## src/cmdsplit_pkg.sv

```systemverilog
// Shared constants, codes and handshake structs for the command line splitter.
`timescale 1ns / 1ps
`default_nettype none

package cmdsplit_pkg;

	localparam int MAX_RUN = 62;
	localparam int RUN_W   = $clog2(MAX_RUN + 1);
	localparam int CHAR_W  = 16;
	localparam int CNT_W   = 15;
	localparam int KIND_W  = 2;

	localparam logic [CNT_W-1:0]  CNT_MAX = {CNT_W{1'b1}};

	localparam logic [CHAR_W-1:0] CH_QUOTE  = 16'h0022;
	localparam logic [CHAR_W-1:0] CH_BSLASH = 16'h005C;
	localparam logic [CHAR_W-1:0] CH_SPACE  = 16'h0020;
	localparam logic [CHAR_W-1:0] CH_TAB    = 16'h0009;
	localparam logic [CHAR_W-1:0] CH_NUL    = 16'h0000;

	localparam logic [KIND_W-1:0] KIND_CHAR = 2'd0;
	localparam logic [KIND_W-1:0] KIND_TERM = 2'd1;
	localparam logic [KIND_W-1:0] KIND_SUM  = 2'd2;

	typedef enum logic [1:0] {
		SEL_SLASH,
		SEL_CHAR,
		SEL_TERM,
		SEL_SUM
	} emit_sel_t;

	typedef struct packed {
		logic [RUN_W-1:0] nsl;
		logic             char_en;
		logic             term_en;
		logic             sum_en;
	} plan_t;

	typedef struct packed {
		logic      accept;
		logic      load;
		emit_sel_t sel;
		logic      last;
	} cmd_t;

	typedef struct packed {
		logic  out_free;
		logic  slash_one;
		plan_t plan;
	} stat_t;

endpackage

`default_nettype wire

```

## src/cmdsplit_ctrl.sv

```systemverilog
// Result sequencer: walks the held backslashes, character, terminator and summary of an item.
`timescale 1ns / 1ps
`default_nettype none

module cmdsplit_ctrl (
	input  wire                  clk,
	input  wire                  arst_n,
	input  wire                  in_tvalid,
	output logic                 in_tready,
	input  cmdsplit_pkg::stat_t  stat,
	output cmdsplit_pkg::cmd_t   cmd
);
	import cmdsplit_pkg::*;

	typedef enum logic [2:0] {
		ST_IDLE,
		ST_SLASH,
		ST_CHAR,
		ST_TERM,
		ST_SUM
	} ctrl_state_t;

	ctrl_state_t state_q, state_d, after_slash, after_char, after_term, plan_first;
	logic        char_q, term_q, sum_q;
	logic        final_now, emit, accept;

	always_comb begin
		after_term  = sum_q ? ST_SUM : ST_IDLE;
		after_char  = term_q ? ST_TERM : after_term;
		after_slash = char_q ? ST_CHAR : after_char;

		if (stat.plan.nsl != '0) begin
			plan_first = ST_SLASH;
		end else if (stat.plan.char_en) begin
			plan_first = ST_CHAR;
		end else if (stat.plan.term_en) begin
			plan_first = ST_TERM;
		end else if (stat.plan.sum_en) begin
			plan_first = ST_SUM;
		end else begin
			plan_first = ST_IDLE;
		end

		case (state_q)
			ST_SLASH: begin
				final_now = stat.slash_one && !char_q && !term_q && !sum_q;
				cmd.sel   = SEL_SLASH;
			end
			ST_CHAR: begin
				final_now = !term_q && !sum_q;
				cmd.sel   = SEL_CHAR;
			end
			ST_TERM: begin
				final_now = !sum_q;
				cmd.sel   = SEL_TERM;
			end
			ST_SUM: begin
				final_now = 1'b1;
				cmd.sel   = SEL_SUM;
			end
			default: begin
				final_now = 1'b0;
				cmd.sel   = SEL_SLASH;
			end
		endcase

		emit      = (state_q != ST_IDLE) && stat.out_free;
		in_tready = (state_q == ST_IDLE) || (emit && final_now);
		accept    = in_tvalid && in_tready;

		cmd.accept = accept;
		cmd.load   = emit;
		cmd.last   = final_now;

		state_d = state_q;
		if (accept) begin
			state_d = plan_first;
		end else if (emit) begin
			case (state_q)
				ST_SLASH: state_d = stat.slash_one ? after_slash : ST_SLASH;
				ST_CHAR:  state_d = after_char;
				ST_TERM:  state_d = after_term;
				default:  state_d = ST_IDLE;
			endcase
		end
	end

	always_ff @(posedge clk or negedge arst_n) begin
		if (!arst_n) begin
			state_q <= ST_IDLE;
			char_q  <= 1'b0;
			term_q  <= 1'b0;
			sum_q   <= 1'b0;
		end else begin
			state_q <= state_d;
			if (accept) begin
				char_q <= stat.plan.char_en;
				term_q <= stat.plan.term_en;
				sum_q  <= stat.plan.sum_en;
			end
		end
	end

endmodule

`default_nettype wire

```

## src/cmdsplit_dp.sv

```systemverilog
// Parse state, backslash run counter, line counters and result register.
`timescale 1ns / 1ps
`default_nettype none

module cmdsplit_dp (
	input  wire                                      clk,
	input  wire                                      arst_n,
	input  wire  [cmdsplit_pkg::CHAR_W-1:0]          in_char,
	input  cmdsplit_pkg::cmd_t                       cmd,
	output cmdsplit_pkg::stat_t                      stat,
	output logic                                     out_tvalid,
	input  wire                                      out_tready,
	output logic [cmdsplit_pkg::KIND_W-1:0]          out_kind,
	output logic [cmdsplit_pkg::CHAR_W-1:0]          out_char,
	output logic [cmdsplit_pkg::CNT_W-1:0]           arg_count,
	output logic [cmdsplit_pkg::CNT_W-1:0]           char_count,
	output logic                                     overrun,
	output logic                                     last
);
	import cmdsplit_pkg::*;

	typedef enum logic [1:0] {
		PH_FIRST,
		PH_GAP,
		PH_ARG
	} phase_t;

	phase_t            phase_q, phase_d;
	logic              quoted_q, quoted_d, quoted_eff;
	logic              pend_q, pend_d;
	logic [RUN_W-1:0]  run_q, run_d;
	logic [RUN_W-1:0]  slash_cnt_q;
	logic [CHAR_W-1:0] char_q, char_d;
	logic [CNT_W-1:0]  args_q, chars_q, chars_inc;
	logic              ovr_q;
	logic              args_inc, ovr_set, line_end, is_arg;
	logic              c_quote, c_bslash, c_blank, c_zero;
	plan_t             plan;

	always_comb begin
		c_quote  = in_char == CH_QUOTE;
		c_bslash = in_char == CH_BSLASH;
		c_blank  = (in_char == CH_SPACE) || (in_char == CH_TAB);
		c_zero   = in_char == CH_NUL;

		plan       = '0;
		phase_d    = phase_q;
		quoted_d   = quoted_q;
		quoted_eff = quoted_q;
		pend_d     = pend_q;
		run_d      = run_q;
		char_d     = in_char;
		args_inc   = 1'b0;
		ovr_set    = 1'b0;
		line_end   = 1'b0;
		is_arg     = 1'b0;

		case (phase_q)
			PH_FIRST: begin
				if (c_quote) begin
					quoted_d = ~quoted_q;
				end else if (c_zero) begin
					plan.term_en = 1'b1;
					plan.sum_en  = 1'b1;
					line_end     = 1'b1;
				end else if (c_blank && !quoted_q) begin
					plan.term_en = 1'b1;
					quoted_d     = 1'b0;
					phase_d      = PH_GAP;
				end else begin
					plan.char_en = 1'b1;
				end
			end
			PH_ARG: begin
				if (pend_q && c_quote) begin
					pend_d       = 1'b0;
					plan.char_en = 1'b1;
					char_d       = CH_QUOTE;
				end else begin
					if (pend_q) begin
						pend_d     = 1'b0;
						quoted_eff = 1'b0;
						quoted_d   = 1'b0;
					end
					is_arg = 1'b1;
				end
			end
			default: begin
				if (c_zero) begin
					plan.sum_en = 1'b1;
					line_end    = 1'b1;
				end else if (!c_blank) begin
					phase_d  = PH_ARG;
					args_inc = 1'b1;
					is_arg   = 1'b1;
				end
			end
		endcase

		if (is_arg) begin
			if (c_bslash) begin
				if (run_q < RUN_W'(MAX_RUN)) begin
					run_d = run_q + 1'b1;
				end else begin
					ovr_set = 1'b1;
				end
			end else begin
				run_d = '0;
				if (c_quote) begin
					plan.nsl = run_q >> 1;
					if (run_q[0]) begin
						plan.char_en = 1'b1;
						char_d       = CH_QUOTE;
					end else if (quoted_eff) begin
						pend_d = 1'b1;
					end else begin
						quoted_d = 1'b1;
					end
				end else begin
					plan.nsl = run_q;
					if (c_zero) begin
						plan.term_en = 1'b1;
						plan.sum_en  = 1'b1;
						line_end     = 1'b1;
					end else if (c_blank && !quoted_eff) begin
						plan.term_en = 1'b1;
						phase_d      = PH_GAP;
					end else begin
						plan.char_en = 1'b1;
					end
				end
			end
		end

		if (line_end) begin
			phase_d  = PH_FIRST;
			quoted_d = 1'b0;
			pend_d   = 1'b0;
			run_d    = '0;
		end

		chars_inc = (chars_q == CNT_MAX) ? chars_q : chars_q + 1'b1;

		stat.out_free  = !out_tvalid || out_tready;
		stat.slash_one = slash_cnt_q == RUN_W'(1);
		stat.plan      = plan;
	end

	always_ff @(posedge clk or negedge arst_n) begin
		if (!arst_n) begin
			phase_q     <= PH_FIRST;
			quoted_q    <= 1'b0;
			pend_q      <= 1'b0;
			run_q       <= '0;
			slash_cnt_q <= '0;
			args_q      <= CNT_W'(1);
			chars_q     <= '0;
			ovr_q       <= 1'b0;
			out_tvalid  <= 1'b0;
		end else begin
			if (cmd.accept) begin
				phase_q  <= phase_d;
				quoted_q <= quoted_d;
				pend_q   <= pend_d;
				run_q    <= run_d;
			end

			if (cmd.accept) begin
				slash_cnt_q <= plan.nsl;
			end else if (cmd.load && cmd.sel == SEL_SLASH) begin
				slash_cnt_q <= slash_cnt_q - 1'b1;
			end

			if (cmd.load && cmd.sel == SEL_SUM) begin
				args_q  <= CNT_W'(1);
				chars_q <= '0;
				ovr_q   <= 1'b0;
			end else begin
				if (cmd.load) begin
					chars_q <= chars_inc;
				end
				if (cmd.accept && args_inc && args_q != CNT_MAX) begin
					args_q <= args_q + 1'b1;
				end
				if (cmd.accept && ovr_set) begin
					ovr_q <= 1'b1;
				end
			end

			if (cmd.load) begin
				out_tvalid <= 1'b1;
			end else if (out_tready) begin
				out_tvalid <= 1'b0;
			end
		end
	end

	always_ff @(posedge clk) begin
		if (cmd.accept) begin
			char_q <= char_d;
		end
		if (cmd.load) begin
			arg_count <= args_q;
			overrun   <= ovr_q;
			last      <= cmd.last;
			case (cmd.sel)
				SEL_SLASH: begin
					out_kind   <= KIND_CHAR;
					out_char   <= CH_BSLASH;
					char_count <= chars_inc;
				end
				SEL_CHAR: begin
					out_kind   <= KIND_CHAR;
					out_char   <= char_q;
					char_count <= chars_inc;
				end
				SEL_TERM: begin
					out_kind   <= KIND_TERM;
					out_char   <= CH_NUL;
					char_count <= chars_inc;
				end
				default: begin
					out_kind   <= KIND_SUM;
					out_char   <= CH_NUL;
					char_count <= chars_q;
				end
			endcase
		end
	end

endmodule

`default_nettype wire

```

## src/command_line_argument_splitter.sv

```systemverilog
// Top level of the command line argument splitter.
// A character's first result goes through the sequencer state register and then the result register to m_axis.
// One character is taken per cycle when it gives at most one result and m_axis is not stalled;
// otherwise input waits while the result sequencer drains the held backslash run one per cycle.
// Reset: asynchronous, clears the parse state; counters restart at one argument, no characters.
`timescale 1ns / 1ps
`default_nettype none

module command_line_argument_splitter (
	input  wire         clk,
	input  wire         arst_n,
	input  wire         s_axis_tvalid,
	output logic        s_axis_tready,
	input  wire  [15:0] s_axis_tdata,  // [15:0] in_char
	output logic        m_axis_tvalid,
	input  wire         m_axis_tready,
	output logic [47:0] m_axis_tdata,  // [15:0] out_char, [30:16] arg_count,
	                                   // [45:31] char_count, [46] overrun, [47] zero
	output logic [1:0]  m_axis_tuser,  // [1:0] out_kind
	output logic        m_axis_tlast   // last
);
	import cmdsplit_pkg::*;

	cmd_t              cmd;
	stat_t             stat;
	logic [CHAR_W-1:0] out_char;
	logic [CNT_W-1:0]  arg_count, char_count;
	logic              overrun;

	cmdsplit_ctrl u_ctrl (
		.clk       (clk),
		.arst_n    (arst_n),
		.in_tvalid (s_axis_tvalid),
		.in_tready (s_axis_tready),
		.stat      (stat),
		.cmd       (cmd)
	);

	cmdsplit_dp u_dp (
		.clk        (clk),
		.arst_n     (arst_n),
		.in_char    (s_axis_tdata),
		.cmd        (cmd),
		.stat       (stat),
		.out_tvalid (m_axis_tvalid),
		.out_tready (m_axis_tready),
		.out_kind   (m_axis_tuser),
		.out_char   (out_char),
		.arg_count  (arg_count),
		.char_count (char_count),
		.overrun    (overrun),
		.last       (m_axis_tlast)
	);

	assign m_axis_tdata = {1'b0, overrun, char_count, arg_count, out_char};

endmodule

`default_nettype wire

```

## config.mk

```make
export PLATFORM = sky130hd
export DESIGN_NAME = command_line_argument_splitter
export DESIGN_NICKNAME = d
export VERILOG_FILES = /design/src/cmdsplit_pkg.sv /design/src/cmdsplit_ctrl.sv /design/src/cmdsplit_dp.sv /design/src/command_line_argument_splitter.sv
export SDC_FILE = /design/constraint.sdc
export NUM_CORES = 1
export LEC_CHECK = 0
export BUFFER_PORTS_ARGS = -buffer_cell sky130_fd_sc_hd__buf_2
export CORE_ASPECT_RATIO = 0.5
export CORE_MARGIN = 3
export CORE_UTILIZATION = 40
export CTS_BUF_LIST = sky130_fd_sc_hd__clkbuf_16
export CTS_CLUSTER_SIZE = 20
export DETAILED_ROUTE_END_ITERATION = 8
export GPL_ROUTABILITY_DRIVEN = 0
export PLACE_DENSITY = 0.62
export REMOVE_ABC_BUFFERS = 1
export SLEW_MARGIN = 20
export SYNTH_ARGS = -nofsm -noshare
export SYNTH_HDL_FRONTEND = slang
export SYNTH_SLANG_ARGS = --single-unit
export TNS_END_PERCENT = 1
```

## constraint.sdc

```tcl
create_clock -name clk -period 2.76 [get_ports clk]
set_input_delay 0.138 -clock clk [delete_from_list [all_inputs] [get_ports clk]]
set_output_delay 0.138 -clock clk [all_outputs]
set_load 0.01 [all_outputs]
```

Yosys cells after proc, flatten, opt, wreduce, memory -nomap -nowiden. Cells that the tools add are included.

Bits in registers: 120. Input bits: 20. Word-level logic and storage cells: 186.

Add/subtract/negate cells: 4. $lt $le $gt $ge: 1. Equal/unequal tests: 16. Multiplexer cells: 103. Bitwise operators: 1. Reduce and logical (&&, ||, !) cells: 41.

Operator list (number): two-way mux 16 bit (6); two-way mux 15 bit (6); two-way mux 1 bit (48); two-way mux 6 bit (6); two-way mux 3 bit (11); equality test 16 x 6 -> 1 bit, second input constant (2); one-hot mux 16 bit (2 select lines) (1); adder 15 x 1 -> 15 bit, second input constant (2); two-way mux 2 bit (12); two-way mux 9 bit (2); equality test 16 x 4 -> 1 bit, second input constant (1); equality test 16 x 7 -> 1 bit, second input constant (1); zero test 16 bit (1); equality test 15 bit, second input constant (1); logical AND 1 bit (15); != test 15 bit, second input constant (1); nonzero test 2 bit (7); one-hot mux 1 bit (2 select lines) (5); one-hot mux 3 bit (3 select lines) (1); one-hot mux 2 bit (2 select lines) (2); two-way mux 7 bit (1); adder 6 x 1 -> 6 bit, second input constant (1); equality test 2 bit, second input constant (3); equality test 3 x 2 -> 1 bit, second input constant (2); other kinds (19) (28).

Logic depth before layout (Yosys ltp). Gate-level depths: netlist of the first run.

Depth after elaboration: 17. Depth in mapped cells: 9. Depth with buffers taken out: 9.

Hierarchy. Synthesis of the first run repeated with hierarchy kept, for this count alone.

Cell total of the unflattened synthesis: 554. Area total of the unflattened synthesis: 5997.0 um^2.

By module, submodules not included: cmdsplit_dp (times used 1, cells an instance 492, area each 5462.7 um^2, sequential area each 3184.3 um^2); cmdsplit_ctrl (times used 1, cells an instance 59, area each 515.5 um^2, sequential area each 150.1 um^2); command_line_argument_splitter (times used 1, cells an instance 3, area each 18.8 um^2, sequential area each 0.0 um^2).

Worst setup path after synthesis of the first run. No wires, ideal clock.

Kind: reg-to-reg. Start point: reg u_ctrl.state_q[1]. End point: reg u_dp.chars_q[5]. Arrival time: 2.844 ns. Setup slack: -0.217 ns. Cell stages (with the launch flop): 9. Buffers on the path: 2. Cell sequence: dfrtp_1 > buf_2 > or3_1 > nand2_1 > inv_1 > clkbuf_1 > o21ai_0 > nand2_1 > o21ai_0.

RTL lines: from (decl) (RTL line cmdsplit_ctrl.sv:23) `ctrl_state_t state_q, state_d, after_slash, after_char, after_term, plan_first;`; from (signal assigned) (RTL line cmdsplit_ctrl.sv:95) `state_q <= state_d;`; nonzero test 3 bit * (RTL line cmdsplit_ctrl.sv:67) `emit = (state_q != ST_IDLE) && stat.out_free;`; logical AND 1 bit * (RTL line cmdsplit_ctrl.sv:67); net u_ctrl.emit (RTL line cmdsplit_ctrl.sv:25) `logic final_now, emit, accept;`; logical AND 1 bit (RTL line cmdsplit_dp.sv:174) `if (cmd.load && cmd.sel == SEL_SUM) begin`; two-way mux 15 bit or nonzero test 2 bit (tied branches); to (signal assigned) (RTL line cmdsplit_dp.sv:180) `chars_q <= chars_inc;`; to (decl) (RTL line cmdsplit_dp.sv:34) `logic [CNT_W-1:0] args_q, chars_q, chars_inc;`.

The timed path passes the listed nets; every way through them passes the cells marked *. A chain may end at the register's enable or synchronous reset.

Worst setup path after layout of the first run.
Start point: reg u_dp.slash_cnt_q[1]. End point: reg u_dp.args_q[9].

Word-level cells in the longest chain between the ends: 11.

RTL lines: from (decl) (RTL line cmdsplit_dp.sv:32) `logic [RUN_W-1:0] slash_cnt_q;`; from (signal assigned) (RTL line cmdsplit_dp.sv:169) `slash_cnt_q <= plan.nsl;`; from (signal assigned) (RTL line cmdsplit_dp.sv:171) `slash_cnt_q <= slash_cnt_q - 1'b1;`; equality test 6 x 1 -> 1 bit (RTL line cmdsplit_dp.sv:145) `stat.slash_one = slash_cnt_q == RUN_W'(1);`; logical AND 1 bit (3 in series) (RTL line cmdsplit_ctrl.sv:46) `final_now = stat.slash_one && !char_q && !term_q && !sum_q;`; one-hot mux 1 bit (4 select lines) (RTL line cmdsplit_ctrl.sv:44) `case (state_q)`; logical AND 1 bit (RTL line cmdsplit_ctrl.sv:68) `in_tready = (state_q == ST_IDLE) || (emit && final_now);`; logical OR 1 bit (RTL line cmdsplit_ctrl.sv:68); logical AND 1 bit (RTL line cmdsplit_ctrl.sv:69) `accept = in_tvalid && in_tready;`; logical AND 1 bit (2 in series) (RTL line cmdsplit_dp.sv:182) `if (cmd.accept && args_inc && args_q != CNT_MAX) begin`; nonzero test 2 bit (no line); to (signal assigned) (RTL line cmdsplit_dp.sv:183) `args_q <= args_q + 1'b1;`; to (decl) (RTL line cmdsplit_dp.sv:34).

Every way passes these cells.

==> reports/results.tsv, run 1 <==
stage	metric	value	unit
outcome	status	complete, no violations	
timing	finalHoldViolCount	0	
yosys	yosys.area.top_type	edfxtp_1	
floorplan	initial_core_util	0.422	
drt	detail-route-antenna-nets	0	
grt	grt_max_degree	55	
setup_path	crit_start	u_dp.slash_cnt_q[1]	
drt	drt_first_pass_iters	5	
yosys	ys_ff_latch	120	
timing	slew_viol_final	0	
yosys	ys_warn_count	0	
power_and_ir_drop	irDropWorstVdd	0.554	mV
layout	nets	670	
power_and_ir_drop	powerDensity	896	nW/um^2
grt	antenna_found_initial	0	
setup_path	cp_cell_sequence	inv_1, ha_1, or4b_4, nor4_4, o311ai_4, buf_4, nor4_1, xnor2_1, nor2_1	
cts	cts_resized	0	
cts	clock_sink_count	120	
yosys	netlist_top_cells_area	edfxtp_1 34%, dfrtp_1 23%, nand2_1 4.1%	
setup_path	reg2reg_slack	210	ps
min_path	hold_path_class	input port to flop	
min_path	hold-path-endpoint	u_dp.out_tvalid	
timing	post-route-min-period	2550	ps
setup_path	cp_data_arrival_time	2850	ps
floorplan	die_width	178	um
setup_path	crit_path_max_fanout	10	
cts	cts_root_buf	clkbuf_16	
floorplan	io_pins	73	
yosys	synth_cell_types	67	
floorplan	core-area	14000	um^2
timing	tightest_slew	729	ps
yosys	seq_area_frac_synth	0.566	
timing	setup_viol	0	
setup_path	required	3060	ps
setup_path	ff2ff_path_depth	9	
layout	fillers	1242	
place	place_hpwl	8780	um
layout	syn_to_final_growth	23.3	%
floorplan	rows	30	
timing	rsz0062_at_grt	no	
timing	fin_skew	6.82	ps
drt	post_drt_wl_per_cell	15.2	um
setup_path	end_kind	flop	
yosys	syn_area_per_cell	10.7	um^2
yosys	post-synth-top-count-cell	edfxtp_1	
setup_path	regToRegEndpoint	u_dp.args_q[9]	
cts	cts_buffers	17	
drt	initialDrtViolationCount	304	
timing	period_share	0.923	
cts	htree_num_levels	4	
yosys	syn_inst	553	
cts	clk_pin_slew	50	ps
yosys	synthFlopType	edfxtp_1	
drt	vias	4424	
job	maxCapViolations	0	
setup_path	worstSetupPathType	flop to flop	
grt	track_usage	0.167	
layout	final_layout_size_suffix_gt1_frac	0.225	
setup_path	critPathLaunchType	flop	
grt	grt_first_pass_wirelength	21600	um
yosys	async_flop_share	0.450	
floorplan	die_h	91.8	um
yosys	synth_edf_count	66	
yosys	syn-cell-area	5890	um^2
setup_path	timing.rr.start	u_dp.slash_cnt_q[1]	
drt	wl	12900	um
power_and_ir_drop	p_leak	0.00287	uW
grt	overflow	0	
yosys	yosysTopAreaCellShare	0.336	
grt	grt_pass1_vias	4169	
setup_path	worst_path_max_delay_cell	or4b_4	
timing	hold-worst-slack	66.2	ps
cts	cts_tree	built	
drt	viasPerCell	5.20	
layout	multi_input_area	2350	um^2
min_path	hold_path.startpoint	m_axis_tready	
layout	diodes	0	
setup_path	max_stage_delay	500	ps
layout	register_area	3330	um^2
cts	clockBufferDepth	2	
timing	finalSetupTns	0	ps
yosys	synth_commonest_cells	66 x edfxtp_1, 65 x nand2_1, 55 x nor2_1, 53 x dfrtp_1, 38 x o21ai_0	
cts	clk_latency	420	ps
drt	route.detailed.drc	0	
timing	clock.fmax	0.393	GHz
place	io_buffers	71	
min_path	min_path_cells	3	
floorplan	die-area	16300	um^2
timing	relSlewSlack	0.514	
## how the worst max path moves through the flow
stage	to	slack, ps	cells past startpoint
floorplan	u_ctrl.term_q	-100	6
global placement	u_dp.run_q[0]	280	9
detailed placement	u_dp.run_q[0]	200	9
CTS	u_dp.run_q[0]	190	9
global route	u_ctrl.term_q	20	8
finish	u_dp.args_q[9]	210	9
## through the flow
stage	worst slack, ps	utilization	total power, uW	cell area (um^2)	cells
floorplan	-105	-	3620	5730	516
global placement	282	0.463	4220	6460	797
detailed placement	196	0.463	4240	6460	797
CTS	188	0.518	6530	7240	846
global route	15.8	0.520	6860	7270	850
finish	213	0.520	6510	7270	850
## registers in the layout, summed over array words and instances (netlist names), 6 cells and up
name	count
u_dp.arg_count	15
u_dp.args_q	15
u_dp.char_count	15
u_dp.char_q	16
u_dp.chars_q	15
u_dp.out_char	16
u_dp.run_q	6
u_dp.slash_cnt_q	6
## power by group
| part | switching (uW) | total (uW) | internal, uW |
|---|---|---|---|
| logic | 993 | 1600 | 608 |
| clock network | 835 | 2250 | 1420 |
| registers | 190 | 2650 | 2460 |
| total | 2020 | 6510 | 4490 |
## kinds of logic (layout without fill, tap and decap cells)
group	Yosys count	after routing	share of synthesized area
AND/OR/NAND/NOR	233	233	0.208
flip-flops	120	120	0.566
AO/OA/AOI/OAI	107	107	0.119
buffers and inverters	49	154	0.0363
XOR/XNOR	29	29	0.0431
multiplexers	9	9	0.0159
adder cells (fa/ha/maj)	5	5	0.0106
other	1	1	0.000636
## cells in the final DEF, fill, tap and decap left out, types with 4 or more instances in the layout
cell type	instances
xor2_1	5
mux2i_1	6
nand4_1	6
and2_1	15
ha_1	5
dfrtp_1	53
nand2b_1	8
and3_1	5
a31oi_1	7
o22ai_1	6
inv_1	10
a21oi_1	24
o21ai_0	38
nor4_1	9
nor3_1	15
nor2_1	55
buf_2	71
buf_4	22
dlygate4sd3_1	17
nand2_1	65
a2bb2oi_1	4
or4_1	4
xnor2_1	24
nor2b_1	5
nand3_1	15
clkbuf_16	17
edfxtp_1	66
clkinvlp_4	5
or3_1	7
## metal layers
layer,up-vias,part of all wire,global-route usage
li1,2183,-,-
met1,2104,0.49,0.241
met2,115,0.44,0.246
met3,22,0.054,0.0393
met4,0,0.016,0.0601
met5,-,0,0
## critical path, delay by kind of cell, from the launching register on
kind | cells | cell delay [ps]
compound gates | 1 | 240
flops | 1 | 390
buf+inv | 2 | 290
fa+ha+maj | 1 | 140
xor+xnor | 1 | 160
simple gates | 4 | 1200
## timing repair
item                                   in CTS  in global routing
setup endpoints to repair                   0                  3
setup buffers                               0                  4
endpoints found under the hold margin      69                  0
hold buffers                               17                  0
## final cells by class
type | instances | share of cell area
clock buffers | 17 | 0.0585
clock inverters | 15 | 0.0243
inverters | 12 | 0.00689
multi-input cells | 384 | 0.323
flip-flops and latches | 120 | 0.459
well taps | 192 | 0.0331
repair buffers | 110 | 0.0950
Note: power is estimated with default switching activity, not from simulation.
==> run 2, diff against run 1 <==
--- a/config.mk
+++ b/config.mk
@@ -5,6 +5,7 @@
 export SDC_FILE = /design/constraint.sdc
 export NUM_CORES = 1
 export LEC_CHECK = 0
+export ABC_AREA = 1
 export BUFFER_PORTS_ARGS = -buffer_cell sky130_fd_sc_hd__buf_2
 export CORE_ASPECT_RATIO = 0.5
 export CORE_MARGIN = 3
==> run 2 against run 1 <==
Compared with the run above:
- wire length grew 0.30%
- via count grew 4.8%
- combinational power grew 84%
- global-route usage shrank 0.59 points
- critical endpoint is now u_dp.char_q[6]
- largest cell class unchanged
==> reports/results.tsv, run 2 <==
stage	metric	value	unit	change
outcome	status	complete, no violations		
yosys	synthFlopType	edfxtp_1		
timing	fin_skew	11.7	ps	+4.89 ps
yosys	syn_inst	667		+21%
setup_path	endpoint	u_dp.char_q[6]		
cts	clock_sink_count	120		unchanged
power_and_ir_drop	total_power	8380	uW	+29%
grt	grt_max_degree	68		+24%
place	dpl_cell_area	6560	um^2	+1.4%
drt	post_drt_wl_per_cell	13.5	um	-11%
yosys	synth_xor_area_frac	0.0259		-0.0172
timing	rsz0062_at_grt	no		
timing	setup_viol	0		unchanged
yosys	yosysTopAreaCellShare	0.326		-0.0105
drt	vias	4637		+4.8%
cts	clk_latency	410	ps	about the same
yosys	synth_fa_ha_area_frac	0.0103		-0.000330
floorplan	initial_core_util	0.415		-0.00721
power_and_ir_drop	powerDensity	1150	nW/um^2	+28%
yosys	seq_area_frac_synth	0.548		-0.0176
yosys	synth_edf_count	66		unchanged
power_and_ir_drop	p_leak	0.00331	uW	+15%
yosys	synth_compound_area_frac	0.0955		-0.0239
timing	finalSetupTns	0	ps	unchanged
setup_path	required	2860	ps	-200 ps
cts	holdBufCountCts	18		+1
drt	viasPerCell	4.84		-7.0%
cts	clockBufferDepth	2		unchanged
setup_path	regToRegEndpoint	u_dp.char_q[6]		
cts	htree_num_levels	4		unchanged
grt	grt_first_pass_wirelength	22000	um	+1.9%
min_path	hold_path_class	input port to flop		
setup_path	ff2ff_path_depth	13		+4
setup_path	cp_data_arrival_time	2420	ps	-430 ps
timing	clock.fmax	0.430	GHz	+9.6%
cts	clk_pin_slew	50	ps	about the same
setup_path	reg2reg_slack	440	ps	+220 ps
setup_path	timing.rr.start	u_dp.slash_cnt_q[1]		
drt	route.detailed.drc	0		unchanged
drt	initialDrtViolationCount	374		+23%
layout	final_area	7310	um^2	+0.57%
timing	tightest_slew	803	ps	+73.8 ps
floorplan	core-area	14700	um^2	+5.0%
layout	final_common_cell	nand2_1		
yosys	syn-cell-area	6080	um^2	+3.2%
yosys	synth_cell_types	49		-27%
yosys	ys_ff_latch	120		unchanged
yosys	netlist_top_cells_area	edfxtp_1 33%, dfrtp_1 22%, nand2_1 6.5%		
grt	overflow	0		unchanged
cts	cts_resized	0		unchanged
floorplan	io_pins	73		unchanged
yosys	syn_area_per_cell	9.12	um^2	-14%
grt	grt_pass1_vias	4506		+8.1%
layout	diodes	0		unchanged
layout	reg_top3	u_dp.char_q x16, u_dp.out_char x16		
cts	cts_root_buf	clkbuf_16		
timing	relSlewSlack	0.465		-0.0492
cts	cts_tree	built		
layout	fin_util	0.498		-0.0220
setup_path	worstSetupPathType	flop to flop		
yosys	synth_simple_gate_area_share	0.240		+0.0314
grt	antenna_found_initial	0		unchanged
drt	drt_first_pass_iters	5		unchanged
yosys	post-synth-top-count-cell	nand2_1		
yosys	ys_warn_count	0		unchanged
layout	nets	772		+15%
layout	syn_to_final_growth	20.2	%	
setup_path	end_kind	flop		
timing	period_share	0.842		-0.0810
floorplan	die_width	180	um	+1.5%
timing	post-route-min-period	2320	ps	-224 ps
yosys	synth_top_family_by_area	simple AND/OR/NAND/NOR gates		
drt	wl	13000	um	+0.30%
floorplan	rows	31		+3.3%
layout	final_layout_size_suffix_gt1_frac	0.204		-0.0210
floorplan	die-area	16800	um^2	+3.0%
place	place_hpwl	8940	um	+1.9%
grt	track_usage	0.161		-0.00591
timing	hold-worst-slack	184	ps	+118 ps
yosys	yosys.area.top_type	edfxtp_1		
drt	detail-route-antenna-nets	0		unchanged
yosys	synth_commonest_cells	106 x nand2_1, 88 x nor2_1, 71 x inv_1, 66 x edfxtp_1		
power_and_ir_drop	irDropWorstVdd	0.572	mV	+3.2%
setup_path	crit_path_max_fanout	22		+12
yosys	async_flop_share	0.450		unchanged
setup_path	critPathLaunchType	flop		
cts	post-cts-setup-buffers	0		unchanged
timing	finalHoldViolCount	0		unchanged
cts	cts_buffers	17		unchanged
yosys	synthMuxAreaShare	0		-0.0159
floorplan	die_h	93.2	um	+1.5%
place	io_buffers	71		unchanged
timing	slew_viol_final	0		unchanged
layout	most-common-layout-cells	106 x nand2_1, 87 x nor2_1, 76 x inv_1		
setup_path	crit_start	u_dp.slash_cnt_q[1]		
job	maxCapViolations	0		unchanged
## run 2: layer usage
metal / track usage / wire length [um]
met2: 0.268 / 6040
met5: 0 / 0
met4: 0.0651 / 239
met1: 0.210 / 6200
met3: 0.0319 / 497
## run 2: worst min path at each step
| stage | from | end | slack [ps] | cells past startpoint |
|---|---|---|---|---|
| after detailed placement | arst_n | u_dp.args_q[9] | 270 | 1 |
| after CTS | s_axis_tvalid | u_dp.slash_cnt_q[1] | 180 | 4 |
| after global routing | s_axis_tvalid | u_dp.slash_cnt_q[1] | 220 | 4 |
| final | s_axis_tvalid | u_dp.slash_cnt_q[1] | 180 | 4 |
| after floorplan | arst_n | u_ctrl.char_q | -160 | 0 |
| after global placement | arst_n | u_dp.args_q[9] | 260 | 1 |
## run 2: layout make-up
type,instances,area (um^2)
clock buffer,17,425
clock inverter,15,148
fill,1322,7350
inverter,79,297
multi-input combinational,433,2270
sequential,120,3330
tap,198,248
timing repair buffer,96,588
## run 2: critical path, cell delays in order, from the launching register on
cell	delay, ps
dfrtp_1	380
inv_1	90
ha_1	150
nand2_1	80
nor2_2	160
nand4_2	130
nand2_1	80
nand2_1	70
nand2_2	70
nand2_2	60
nand2_4	90
nand2_8	90
inv_2	270
buf_4	310
## run 2: cells by family after synthesis
logic type,after synthesis
adder cells (fa/ha/maj),5
XOR/XNOR,18
AND/OR/NAND/NOR,305
flip-flops,120
AO/OA/AOI/OAI,104
buffers and inverters,114
other,1
## run 2: metrics by stage
| stage | instances | setup slack, ps |
|---|---|---|
| 2_1_floorplan | 632 | -2130 |
| 3_3_place_gp | 908 | 553 |
| 3_5_place_dp | 908 | 477 |
| 4_1_cts | 958 | 435 |
| 5_1_grt | 958 | 201 |
| 6_report | 958 | 437 |
## run 2: power breakdown
part,switching (uW),total [uW],internal [uW]
Sequential,439,3270,2830
Combinational,1920,2940,1020
Clock,786,2180,1390
==> run 3, diff against run 2 <==
--- a/config.mk
+++ b/config.mk
@@ -14,7 +14,7 @@
 export CTS_CLUSTER_SIZE = 20
 export DETAILED_ROUTE_END_ITERATION = 8
 export GPL_ROUTABILITY_DRIVEN = 0
-export PLACE_DENSITY = 0.62
+export PLACE_DENSITY = 0.59
 export REMOVE_ABC_BUFFERS = 1
 export SLEW_MARGIN = 20
 export SYNTH_ARGS = -nofsm -noshare
==> constraint.sdc (replaced) <==
create_clock -name clk -period 2.2 [get_ports clk]
set_input_delay 0.11 -clock clk [delete_from_list [all_inputs] [get_ports clk]]
set_output_delay 0.11 -clock clk [all_outputs]
set_load 0.01 [all_outputs]
==> run 3 against run 2 <==
Compared with the run above:
- sequential power grew 25%
- global-route usage is 0.50 points lower
- sequential cell count did not move
- register-to-register slack worse by 310 ps
- cell count rose by 1.8%
- total power up 26%
- critical path depth down 1
- via count rose by 1.1%
==> reports/results.tsv, run 3 (same netlist as run 2, synthesis figures left out) <==
stage	metric	value	unit	change
power_and_ir_drop	comb_power_share	0.367		+0.017
min_path	min_path_cells	4		unchanged
grt	grt_pass1_vias	4364		-3.2%
layout	fin_util	0.514		+0.0158
layout	final_layout_size_suffix_gt1_frac	0.233		+0.0290
job	maxCapViolations	0		unchanged
grt	grt_first_pass_wirelength	21400	um	-2.8%
min_path	hold-path-endpoint	u_dp.slash_cnt_q[1]		
layout	nets	789		+2.2%
power_and_ir_drop	p_int	6600	uW	+26%
layout	stdcell_count	975		+1.8%
timing	rsz0062_at_grt	yes		
timing	tightest_slew	746	ps	-56.4 ps
drt	viasPerCell	4.81		-0.62%
drt	drt_first_pass_iters	5		unchanged
min_path	hold_path.startpoint	s_axis_tvalid		
setup_path	worst_path_max_delay_cell	dfstp_2		
power_and_ir_drop	powerDensity	1400	nW/um^2	+22%
timing	fin_skew	7.03	ps	-4.67 ps
floorplan	core-area	14700	um^2	unchanged
cts	clockBufferDepth	2		unchanged
timing	finalHoldViolCount	0		unchanged
drt	post_drt_wl_per_cell	12.9	um	-4.5%
grt	grt_use_met3	0.0311		-0.000777
drt	wl	12600	um	-2.8%
floorplan	io_pins	73		unchanged
grt	grt-busiest-layer	met2		
power_and_ir_drop	switching_share	0.376		+0.00102
layout	final_common_cell	nand2_1		
timing	clock.fmax	0.483	GHz	+12%
place	placedCellCount	917		+0.99%
floorplan	die_width	180	um	unchanged
power_and_ir_drop	power_switching	3980	uW	+27%
drt	vias	4690		+1.1%
power_and_ir_drop	p_seq_frac	0.386		-0.004
layout	final_area	7540	um^2	+3.2%
timing	period_share	0.942		+0.100
setup_path	cp_data_arrival_time	2370	ps	-50 ps
layout	reg_top3	u_dp.char_q x16, u_dp.out_char x16		
cts	clk_pin_slew	60	ps	about the same
timing	setup_viol	0		unchanged
drt	route.detailed.drc	0		unchanged
setup_path	regToRegEndpoint	u_dp.args_q[13]		
power_and_ir_drop	clockPowerShare	0.248		-0.012
drt	detail-route-antenna-nets	0		unchanged
cts	clk_latency	400	ps	about the same
min_path	hold_path_class	input port to flop		
setup_path	reg2reg_slack	130	ps	-310 ps
grt	grt_max_degree	69		+1.5%
place	place_hpwl	8840	um	-1.1%
floorplan	rows	31		unchanged
cts	clock_sink_count	120		unchanged
setup_path	ff2ff_path_depth	12		-1
setup_path	cpMostUsedCell	nor2_2		
grt	antenna_found_initial	0		unchanged
timing	relSlewSlack	0.502		+0.0376
cts	cts_buffers	17		unchanged
setup_path	max_stage_delay	530	ps	+150 ps
cts	cts_root_buf	clkbuf_16		
layout	syn_to_final_growth	24.0	%	
drt	initialDrtViolationCount	305		-18%
setup_path	end_kind	flop		
setup_path	crit_path_max_fanout	11		-50%
setup_path	timing.rr.start	u_dp.args_q[0]		
place	io_buffers	71		unchanged
setup_path	critPathLaunchType	flop		
setup_path	worstSetupPathType	flop to flop		
floorplan	die-area	16800	um^2	unchanged
power_and_ir_drop	irDropWorstVdd	0.712	mV	+24%
grt	track_usage	0.156		-0.00495
place	dpl_cell_area	6650	um^2	+1.4%
outcome	status	complete, no violations		
setup_path	cp_cell_sequence	ha_1, nand3_1, nor2_2, nand2_1, nor2_2, nand3_1, nor2_2, nand2_4, nand2_8, nand2_8, nand2_1, o21ai_2		
cts	cts_tree	built		
timing	post-route-min-period	2070	ps	-251 ps
setup_path	required	2490	ps	-370 ps
power_and_ir_drop	p_leak	0.00340	uW	+3.0%
grt	use_met2	0.245		-0.0229
floorplan	initial_core_util	0.415		unchanged
timing	slew_viol_final	0		unchanged
timing	finalSetupTns	0	ps	unchanged
layout	most-common-layout-cells	105 x nand2_1, 86 x nor2_1, 72 x inv_1		
cts	htree_num_levels	4		unchanged
layout	diodes	0		unchanged
grt	grt_util_met1	0.217		+0.00697
grt	overflow	0		unchanged
floorplan	die_h	93.2	um	unchanged
## run 3: metrics by stage
stage	power, uW	hold WS (ps)	setup slack, ps
CTS	10600	146	11.9
global route	11400	201	-51.3
floorplan	6560	-186	-2690
global placement	7820	182	114
finish	10600	181	128
detailed placement	7880	186	19.1
## run 3: layout make-up
class                      count  area (um^2)
clock buffer                  17          425
clock inverter                15          138
fill                        1333         7120
inverter                      79          307
multi-input combinational    434         2340
sequential                   120         3330
tap                          198          248
timing repair buffer         112          749
## run 3: how the worst max path moves through the flow
stage / startpoint / to / cells past startpoint
6_report: u_dp.args_q[0] / u_dp.args_q[13] / 12
5_1_grt: u_dp.args_q[0] / u_dp.args_q[13] / 12
4_1_cts: u_dp.args_q[0] / u_dp.args_q[13] / 12
3_5_place_dp: u_dp.args_q[0] / u_dp.args_q[13] / 12
3_3_place_gp: u_dp.chars_q[0] / u_dp.char_count[5] / 11
2_1_floorplan: u_ctrl.state_q[0] / u_dp.slash_cnt_q[5] / 11
## run 3: what timing repair did
item / CTS / global route
buffers inserted: 0 / 7
resized for setup: 0 / 23
endpoints found under the hold margin: 41 / 0
hold buffers: 18 / 0
endpoints found under the setup margin: 0 / 60
## run 3: worst max-delay path: cells and delay by family (launching register included)
kind / cells / cell delay, ps
simple gates: 10 / 1210
flops: 1 / 530
fa+ha+maj: 1 / 180
compound gates: 1 / 50
## run 3: layer usage
| layer | part of all wire | up-vias |
|---|---|---|
| li1 | - | 2402 |
| met1 | 0.50 | 2177 |
| met2 | 0.45 | 95 |
| met3 | 0.035 | 16 |
| met4 | 0.013 | 0 |
| met5 | 0 | - |
## run 3: power groups by stage
stage	Sequential [uW]	Clock, uW	Combinational [uW]
floorplan	4280	0	2280
global placement	4100	0	3720
detailed placement	4110	0	3770
CTS	4070	2690	3820
global route	4200	2780	4400
finish	4080	2620	3880
